### src/sv/som_pkg.sv
// Shared types, constants and helpers for the SOM winner search and update block.
package som_pkg;

	localparam int MAX_ROWS    = 8;
	localparam int MAX_COLS    = 8;
	localparam int DIMS        = 4;
	localparam int WEIGHT_BITS = 16;
	localparam int NEURONS     = MAX_ROWS * MAX_COLS;
	localparam int NB          = $clog2(NEURONS);
	localparam int RB          = $clog2(MAX_ROWS);
	localparam int CB          = $clog2(MAX_COLS);
	localparam int DIFF_BITS   = WEIGHT_BITS + 1;
	localparam int SQ_BITS     = 2 * DIFF_BITS;
	localparam int ACC_BITS    = SQ_BITS + $clog2(DIMS) + 1;
	localparam int PROD_BITS   = DIFF_BITS + 17;

	typedef enum logic [1:0] {
		OP_TRAIN    = 2'd0,
		OP_CLASSIFY = 2'd1,
		OP_LOAD     = 2'd2,
		OP_READ     = 2'd3
	} op_t;

	typedef enum logic [1:0] {
		MODE_RADIUS = 2'd0,
		MODE_FOUR   = 2'd1,
		MODE_EIGHT  = 2'd2,
		MODE_HEX    = 2'd3
	} mode_t;

	typedef enum logic [2:0] {
		REG_ROWS  = 3'd0,
		REG_COLS  = 3'd1,
		REG_MODE  = 3'd2,
		REG_REACH = 3'd3,
		REG_RATE0 = 3'd4,
		REG_RATE1 = 3'd5,
		REG_RATE2 = 3'd6
	} reg_t;

	typedef logic signed [WEIGHT_BITS-1:0] wvec_t [DIMS];

	// Controller to datapath
	typedef struct packed {
		logic          write_pat;  // capture pattern
		logic          load;       // write pattern into store at addr
		logic          rd;         // issue store read at addr
		logic          scan_first; // data back is neuron 0 of a scan
		logic          scan_data;  // data back belongs to scan
		logic          upd_data;   // data back belongs to an update
		logic          upd_wr;     // write updated vector at addr
		logic [NB-1:0] addr;
		logic [15:0]   gain;
		logic          out_load;   // register result word
		logic [1:0]    out_op;
	} cmd_t;

	// Datapath to controller
	typedef struct packed {
		logic [NB-1:0] best;
	} sts_t;

	function automatic logic [3:0] clamp_dim(input logic [3:0] v, input int mx);
		logic [3:0] r;
		if (v == 4'd0) r = 4'd1;
		else if (int'(v) > mx) r = 4'(mx);
		else r = v;
		return r;
	endfunction

endpackage

### src/sv/som_ctrl.sv
// Controller: sequences load, read, winner scan and neighbourhood update.
module som_ctrl (
	input  logic                       clk,
	input  logic                       arst_n,
	input  logic                       in_valid,
	output logic                       in_stall,
	input  logic [1:0]                 in_op,
	input  logic [som_pkg::NB-1:0]     in_neuron,
	output logic                       out_valid,
	input  logic                       out_stall,
	input  logic [3:0]                 rows_q,
	input  logic [3:0]                 cols_q,
	input  logic [1:0]                 mode_q,
	input  logic [1:0]                 reach_q,
	input  logic [15:0]                rate0_q,
	input  logic [15:0]                rate1_q,
	input  logic [15:0]                rate2_q,
	output som_pkg::cmd_t              cmd,
	input  som_pkg::sts_t              sts,
	output logic [3:0]                 count
);
	import som_pkg::*;

	typedef enum logic [6:0] {
		ST_IDLE  = 7'b0000001,
		ST_SCAN  = 7'b0000010,
		ST_DRAIN = 7'b0000100,
		ST_URD   = 7'b0001000,
		ST_UWAIT = 7'b0010000,
		ST_UWR   = 7'b0100000,
		ST_DONE  = 7'b1000000
	} state_t;

	state_t          state_q;
	logic [1:0]      op_q;
	logic [NB:0]     scan_q;
	logic [2:0]      lag_q;
	logic [3:0]      slot_q;
	logic [3:0]      count_q;
	logic            out_valid_q;
	logic [NB-1:0]   tgt_q;
	logic [15:0]     gain_q;
	logic [3:0]      rows, cols;
	logic [NB:0]     size;
	logic [RB:0]     wrow;
	logic [CB:0]     wcol;
	logic            take;
	logic            slot_ok;
	logic [NB-1:0]   slot_n;
	logic [15:0]     slot_gain;
	logic            slot_cnt;
	logic signed [2:0] dr, dc;
	logic [1:0]      lim;
	logic [1:0]      span;
	logic            conn;
	logic signed [5:0] tr, tc;

	assign rows = clamp_dim(rows_q, MAX_ROWS);
	assign cols = clamp_dim(cols_q, MAX_COLS);
	assign size = (NB+1)'(rows) * (NB+1)'(cols);
	assign lim  = (reach_q > 2'd2) ? 2'd2 : reach_q;

	// Winner row and column by repeated subtraction would be long; cols is small,
	// so divide with a compare chain over the row count.
	always_comb begin
		wrow = '0;
		wcol = '0;
		for (int r = 0; r < MAX_ROWS; r++) begin
			if (int'(sts.best) >= r * int'(cols)) begin
				wrow = (RB+1)'(r);
				wcol = (CB+1)'(int'(sts.best) - r * int'(cols));
			end
		end
	end

	// Neighbour slot 0 is the winner core move (grid modes), 1..9 the 3x3 window.
	always_comb begin
		dr = 3'sd0;
		dc = 3'sd0;
		slot_ok = 1'b0;
		slot_cnt = 1'b0;
		slot_gain = rate0_q;
		span = 2'd0;
		conn = 1'b0;
		tr = '0;
		tc = '0;
		if (slot_q == 4'd0) begin
			slot_ok = (mode_q != MODE_RADIUS);
		end else begin
			if (slot_q inside {4'd1, 4'd2, 4'd3}) dr = -3'sd1;
			else if (slot_q inside {4'd4, 4'd5, 4'd6}) dr = 3'sd0;
			else dr = 3'sd1;
			if (slot_q inside {4'd1, 4'd4, 4'd7}) dc = -3'sd1;
			else if (slot_q inside {4'd2, 4'd5, 4'd8}) dc = 3'sd0;
			else dc = 3'sd1;
			tr = 6'(signed'({1'b0, wrow})) + 6'(dr);
			tc = 6'(signed'({1'b0, wcol})) + 6'(dc);
			span = 2'((dr != 0) ? 1 : 0) + 2'((dc != 0) ? 1 : 0);
			case (mode_q)
				MODE_RADIUS: conn = 1'b1;
				MODE_FOUR:   conn = (span == 2'd1);
				MODE_EIGHT:  conn = (span != 2'd0);
				default: begin
					if (dr == 0) conn = (dc != 0);
					else if (wrow[0]) conn = (dc == -3'sd1) || (dc == 3'sd0);
					else conn = (dc == 3'sd0) || (dc == 3'sd1);
				end
			endcase
			slot_ok = conn && (span <= lim) && (tr >= 0) && (tc >= 0)
				&& (tr < 6'(rows)) && (tc < 6'(cols));
			slot_cnt = 1'b1;
			case (span)
				2'd0: slot_gain = rate0_q;
				2'd1: slot_gain = rate1_q;
				default: slot_gain = rate2_q;
			endcase
		end
		slot_n = NB'(int'(tr) * int'(cols) + int'(tc));
		if (slot_q == 4'd0) slot_n = sts.best;
	end

	assign take = in_valid && !in_stall;
	assign in_stall = (state_q != ST_IDLE) || (out_valid_q && out_stall);
	assign out_valid = out_valid_q;
	assign count = count_q;

	always_comb begin
		cmd = '0;
		cmd.addr = in_neuron;
		cmd.out_op = op_q;
		cmd.gain = gain_q;
		cmd.write_pat = take;
		cmd.load = take && (in_op == OP_LOAD);
		cmd.rd = take && (in_op == OP_READ);
		case (state_q)
			ST_SCAN: begin
				cmd.addr = scan_q[NB-1:0];
				cmd.rd = 1'b1;
			end
			ST_URD: begin
				cmd.addr = slot_n;
				cmd.rd = slot_ok;
			end
			ST_UWR: begin
				cmd.addr = tgt_q;
				cmd.upd_wr = 1'b1;
			end
			default: ;
		endcase
		cmd.scan_data = (state_q == ST_SCAN || state_q == ST_DRAIN) && lag_q[0];
		cmd.scan_first = cmd.scan_data && lag_q[1];
		cmd.upd_data = (state_q == ST_UWAIT);
		cmd.out_load = (state_q == ST_DONE) && !(out_valid_q && out_stall);
	end

	always_ff @(posedge clk or negedge arst_n) begin
		if (!arst_n) begin
			state_q <= ST_IDLE;
			out_valid_q <= 1'b0;
			op_q <= OP_TRAIN;
			scan_q <= '0;
			lag_q <= '0;
			slot_q <= '0;
			count_q <= '0;
		end else begin
			if (cmd.out_load) out_valid_q <= 1'b1;
			else if (out_valid_q && !out_stall) out_valid_q <= 1'b0;
			case (state_q)
				ST_IDLE: begin
					if (take) begin
						op_q <= in_op;
						count_q <= '0;
						if (in_op == OP_TRAIN || in_op == OP_CLASSIFY) begin
							state_q <= ST_SCAN;
							scan_q <= '0;
							lag_q <= '0;
						end else begin
							state_q <= ST_DONE;
						end
					end
				end
				ST_SCAN: begin
					// lag_q[0]: read data valid this cycle, [1]: first neuron
					lag_q <= {1'b0, (scan_q == '0), 1'b1};
					scan_q <= scan_q + 1'b1;
					if (scan_q + 1'b1 >= size) state_q <= ST_DRAIN;
				end
				ST_DRAIN: begin
					lag_q <= '0;
					if (!lag_q[0]) begin
						slot_q <= '0;
						state_q <= (op_q == OP_TRAIN) ? ST_URD : ST_DONE;
					end
				end
				ST_URD: begin
					if (slot_ok) begin
						tgt_q <= slot_n;
						gain_q <= slot_gain;
						if (slot_cnt) count_q <= count_q + 1'b1;
						state_q <= ST_UWAIT;
					end else if (slot_q == 4'd9) begin
						state_q <= ST_DONE;
					end else begin
						slot_q <= slot_q + 1'b1;
					end
				end
				ST_UWAIT: state_q <= ST_UWR;
				ST_UWR: begin
					if (slot_q == 4'd9) state_q <= ST_DONE;
					else begin
						slot_q <= slot_q + 1'b1;
						state_q <= ST_URD;
					end
				end
				ST_DONE: begin
					if (!(out_valid_q && out_stall)) state_q <= ST_IDLE;
				end
				default: state_q <= ST_IDLE;
			endcase
		end
	end

	property p_no_take_busy;
		@(posedge clk) disable iff (!arst_n) (state_q != ST_IDLE) |-> in_stall;
	endproperty
	a_no_take_busy: assert property (p_no_take_busy) else $error("input taken while busy");

	property p_count_max;
		@(posedge clk) disable iff (!arst_n) count_q <= 4'd9;
	endproperty
	a_count_max: assert property (p_count_max) else $error("adapted count overflow");

	property p_wr_after_wait;
		@(posedge clk) disable iff (!arst_n) (state_q == ST_UWR) |-> $past(state_q == ST_UWAIT);
	endproperty
	a_wr_after_wait: assert property (p_wr_after_wait) else $error("update write out of order");

	property p_out_from_done;
		@(posedge clk) disable iff (!arst_n) $rose(out_valid_q) |-> $past(state_q == ST_DONE);
	endproperty
	a_out_from_done: assert property (p_out_from_done) else $error("result word without finish");

endmodule

### config.mk
export PLATFORM = sky130hd
export DESIGN_NAME = som_ctrl
export DESIGN_NICKNAME = d
export VERILOG_FILES = /design/src/sv/som_pkg.sv /design/src/sv/som_ctrl.sv
export SDC_FILE = /design/constraint.sdc
export NUM_CORES = 1
export LEC_CHECK = 0
export ABC_AREA = 1
export BUFFER_PORTS_ARGS = -buffer_cell sky130_fd_sc_hd__buf_4
export CORE_MARGIN = 5
export CORE_UTILIZATION = 50
export CTS_CLUSTER_SIZE = 30
export DETAILED_ROUTE_END_ITERATION = 8
export PLACE_DENSITY = 0.79
export SYNTH_ARGS = -nofsm -noshare
export SYNTH_HDL_FRONTEND = slang
export SYNTH_SLANG_ARGS = --single-unit
### constraint.sdc
create_clock -name clk -period 10.6 [get_ports clk]
set_input_delay 1.59 -clock clk [delete_from_list [all_inputs] [get_ports clk]]
set_output_delay 1.59 -clock clk [all_outputs]
set_load 0.1 [all_outputs]
==> metrics.yaml <==
syn_area_per_cell_um2: 7.46
drt_iter0_drc: 394
fin_hold_ws_ns: 0.512
synth_edf_count: 22
crit_arrival_ns: 8.92
p_int_uw: 529
firstDrtPassIters: 5
clockPowerShare: 0.171
fin_crit_sh: 0.991
cts_buffers: 5
ys_seq_area_frac: 0.209
clk_pin_slew_worst_paths_ns: 0.06
synth_area_leader_cell: "ha_1"
ys.flop_type: "dfrtp_1"
wire_per_inst_um: 14.5
seq_power_share: 0.232
areaGrowthSynthToFinish_pct: 23.0
grt_pass1_wl_mm: 27.4
setup_ws_ns: 0.0945
synth_area_leaders: "ha_1, edfxtp_1, dfrtp_1"
worstSetupEndpointType: "output pin"
pin_count: 116
cts_tree: "yes"
hold-path-cell-count: 2
cap_violations: 0
die_h_um: 123
power_density_nw_per_um2: 130
status: "complete, no violations"
fin_area_um2: 7880
grt.total_usage: 0.222
cts_root_buf: "clkbuf_16"
hold_path_class: "flip-flop to flip-flop"
finalClockSkew_ns: 0.00515
start_util: 0.510
final_cell_mix: "inv_1, nand2_1, buf_4"
critical_path.slowest_cell: "fa_1"
rsz0062_at_grt: "true"
grt_pass1_vias: 6008
rr_startpoint: "slot_q[0]"
ys_warn_count: 0
fp-row-count: 41
grt_max_degree: 33
die-area_um2: 15200
antennaDiodeCount: 0
cp-start-kind: "primary input"
synth_cell_type_count: 53
syn-num-nets: 1049
syn_inst: 859
final_common_cell: "inv_1"
cp_slowest_stage_delay_ns: 0.52
clk-insertion-delay-late_ns: 0.29
r2r_slack_ns: 4.92
place_congestion: 0.956
place_area_um2: 7530
netSwitchingFraction: 0.485
worstPathRequired_ns: 9.01
fin_crit_ns: 10.51
antenna_left: 0
htreeDepth: 2
crit_end: "cmd[24]"
drc: 0
async_flop_share: 0.551
wirelength_mm: 16.9
final-hold-violation-count: 0
setup_viol: 0
via_per_inst: 5.31
nets: 1179
r2r-end: "tgt_q[5]"
cts_sinks: 49
io_buffers: 115
core-area_um2: 12600
fmax_mhz: 95.2
relSlewSlack: 0.270
antenna_found_initial: 0
layout-drive-gt1-share: 0.229
routed-via-count: 6166
dp_hpwl_mm: 13.6
synth_top_area_frac: 0.174
die_w_um: 123
p_switching_uw: 498
crit_top_cell: "xor2_1"
globalRouteOverflowTotal: 0
leakagePower_uw: 0.00410
drv_slew: 0
worst_slew_pin_slew_ns: 1.09
post-place-ws_ns: -0.0740
clk_path_buf_depth: 2
r2r_cells: 29
crit_type: "primary input to output pin"
ys_ff_latch: 49
ir_drop_v: 0.0000675
synth_area_um2: 6400
cp_max_fo: 3
comb_power_share: 0.598
startpoint: "cols_q[2]"
state kept, by name, indices dropped and copies added, names as in the netlist:
register   cells
scan_q         7
count          4
lag_q          2
out_valid      1
slot_q         4
op_q           2
state_q        7
gain_q        16
tgt_q          6
timing repair:
item / in CTS / in global routing
setup buffers: 6 / 6
setup endpoints to repair: 1 / 2
gates resized for setup: 11 / 14
hold buffers: 0 / 0
pin swaps: 22 / 14
worst min path at each step:
stage / startpoint / endpoint / slack [ns]
final: lag_q[1] / lag_q[1] / 0.51
after global routing: lag_q[1] / lag_q[1] / 0.53
after CTS: lag_q[1] / lag_q[1] / 0.51
after detailed placement: lag_q[1] / lag_q[1] / 0.50
after global placement: lag_q[1] / lag_q[1] / 0.50
after floorplan: lag_q[1] / lag_q[1] / 0.45
routing by layer:
metal | track usage | vias to the layer above | part of all wire
li1 | - | 3096 | -
met1 | 0.275 | 2824 | 0.41
met4 | 0.0810 | 0 | 0.031
met3 | 0.0279 | 37 | 0.059
met5 | 0 | - | 0
met2 | 0.396 | 209 | 0.50
per-stage QoR:
step	power (uW)	util	setup TNS, ns	std cells
finish	1030	0.627	0	1162
global route	1110	0.627	-0.398	1162
CTS	1020	0.619	0	1156
detailed placement	829	0.599	-0.0740	1142
global placement	818	0.599	0	1142
floorplan	680	-	-0.428	859
cell families (layout without fill, tap and decap cells):
logic type / after synthesis / after routing / share of synthesized area
and+or+nand+nor: 321 / 321 / 0.235
buffers and inverters: 182 / 313 / 0.112
AOI/OAI and AO/OA: 162 / 162 / 0.153
adders and majority gates: 112 / 112 / 0.246
DFF: 49 / 49 / 0.209
xor gates and xnor gates: 33 / 33 / 0.0451
synthesized netlist by cell type, types with 3 or more instances:
library cell / count
nor3_2: 3
a21oi_1: 44
nor3_1: 11
nand2_1: 145
o31ai_1: 6
nor2_1: 77
xnor2_1: 13
clkbuf_1: 11
a22oi_1: 3
fa_1: 23
a21oi_2: 4
nand2_2: 8
dfrtp_1: 26
a31oi_1: 3
ha_1: 89
or2_2: 3
nand3_1: 33
o21ai_0: 52
o22ai_1: 21
xor2_1: 20
edfxtp_1: 22
inv_1: 156
nand3_2: 6
o21bai_1: 3
nand4_1: 15
o211ai_1: 6
o21ai_1: 4
buf_6: 3
inv_2: 9
nand3b_1: 3
nand2_4: 7
critical path: cells and delay by family:
| family | cells | cell delay (ns) |
|---|---|---|
| AO/OA/AOI/OAI | 6 | 0.84 |
| adder cells (fa/ha/maj) | 10 | 3.65 |
| buffers and inverters | 8 | 0.63 |
| XOR/XNOR | 6 | 0.98 |
| AND/OR/NAND/NOR | 13 | 1.25 |
power groups by stage:
stage | combinational (uW) | clock, uW | sequential, uW
4_1_cts | 602 | 179 | 237
5_1_grt | 677 | 188 | 240
2_1_floorplan | 405 | 0 | 275
6_report | 614 | 175 | 238
3_3_place_gp | 577 | 0 | 241
3_5_place_dp | 588 | 0 | 241
area by class of cell:
cell class                      count  area, um^2
Sequential cell                    49        1340
Fill cell                        1126        4690
Inverter                          165         627
Timing Repair Buffer              140        1060
Multi-Input combinational cell    628        4470
Tap cell                          172         215
Clock buffer                        8         168
Note: power is estimated with default switching activity, not from simulation.
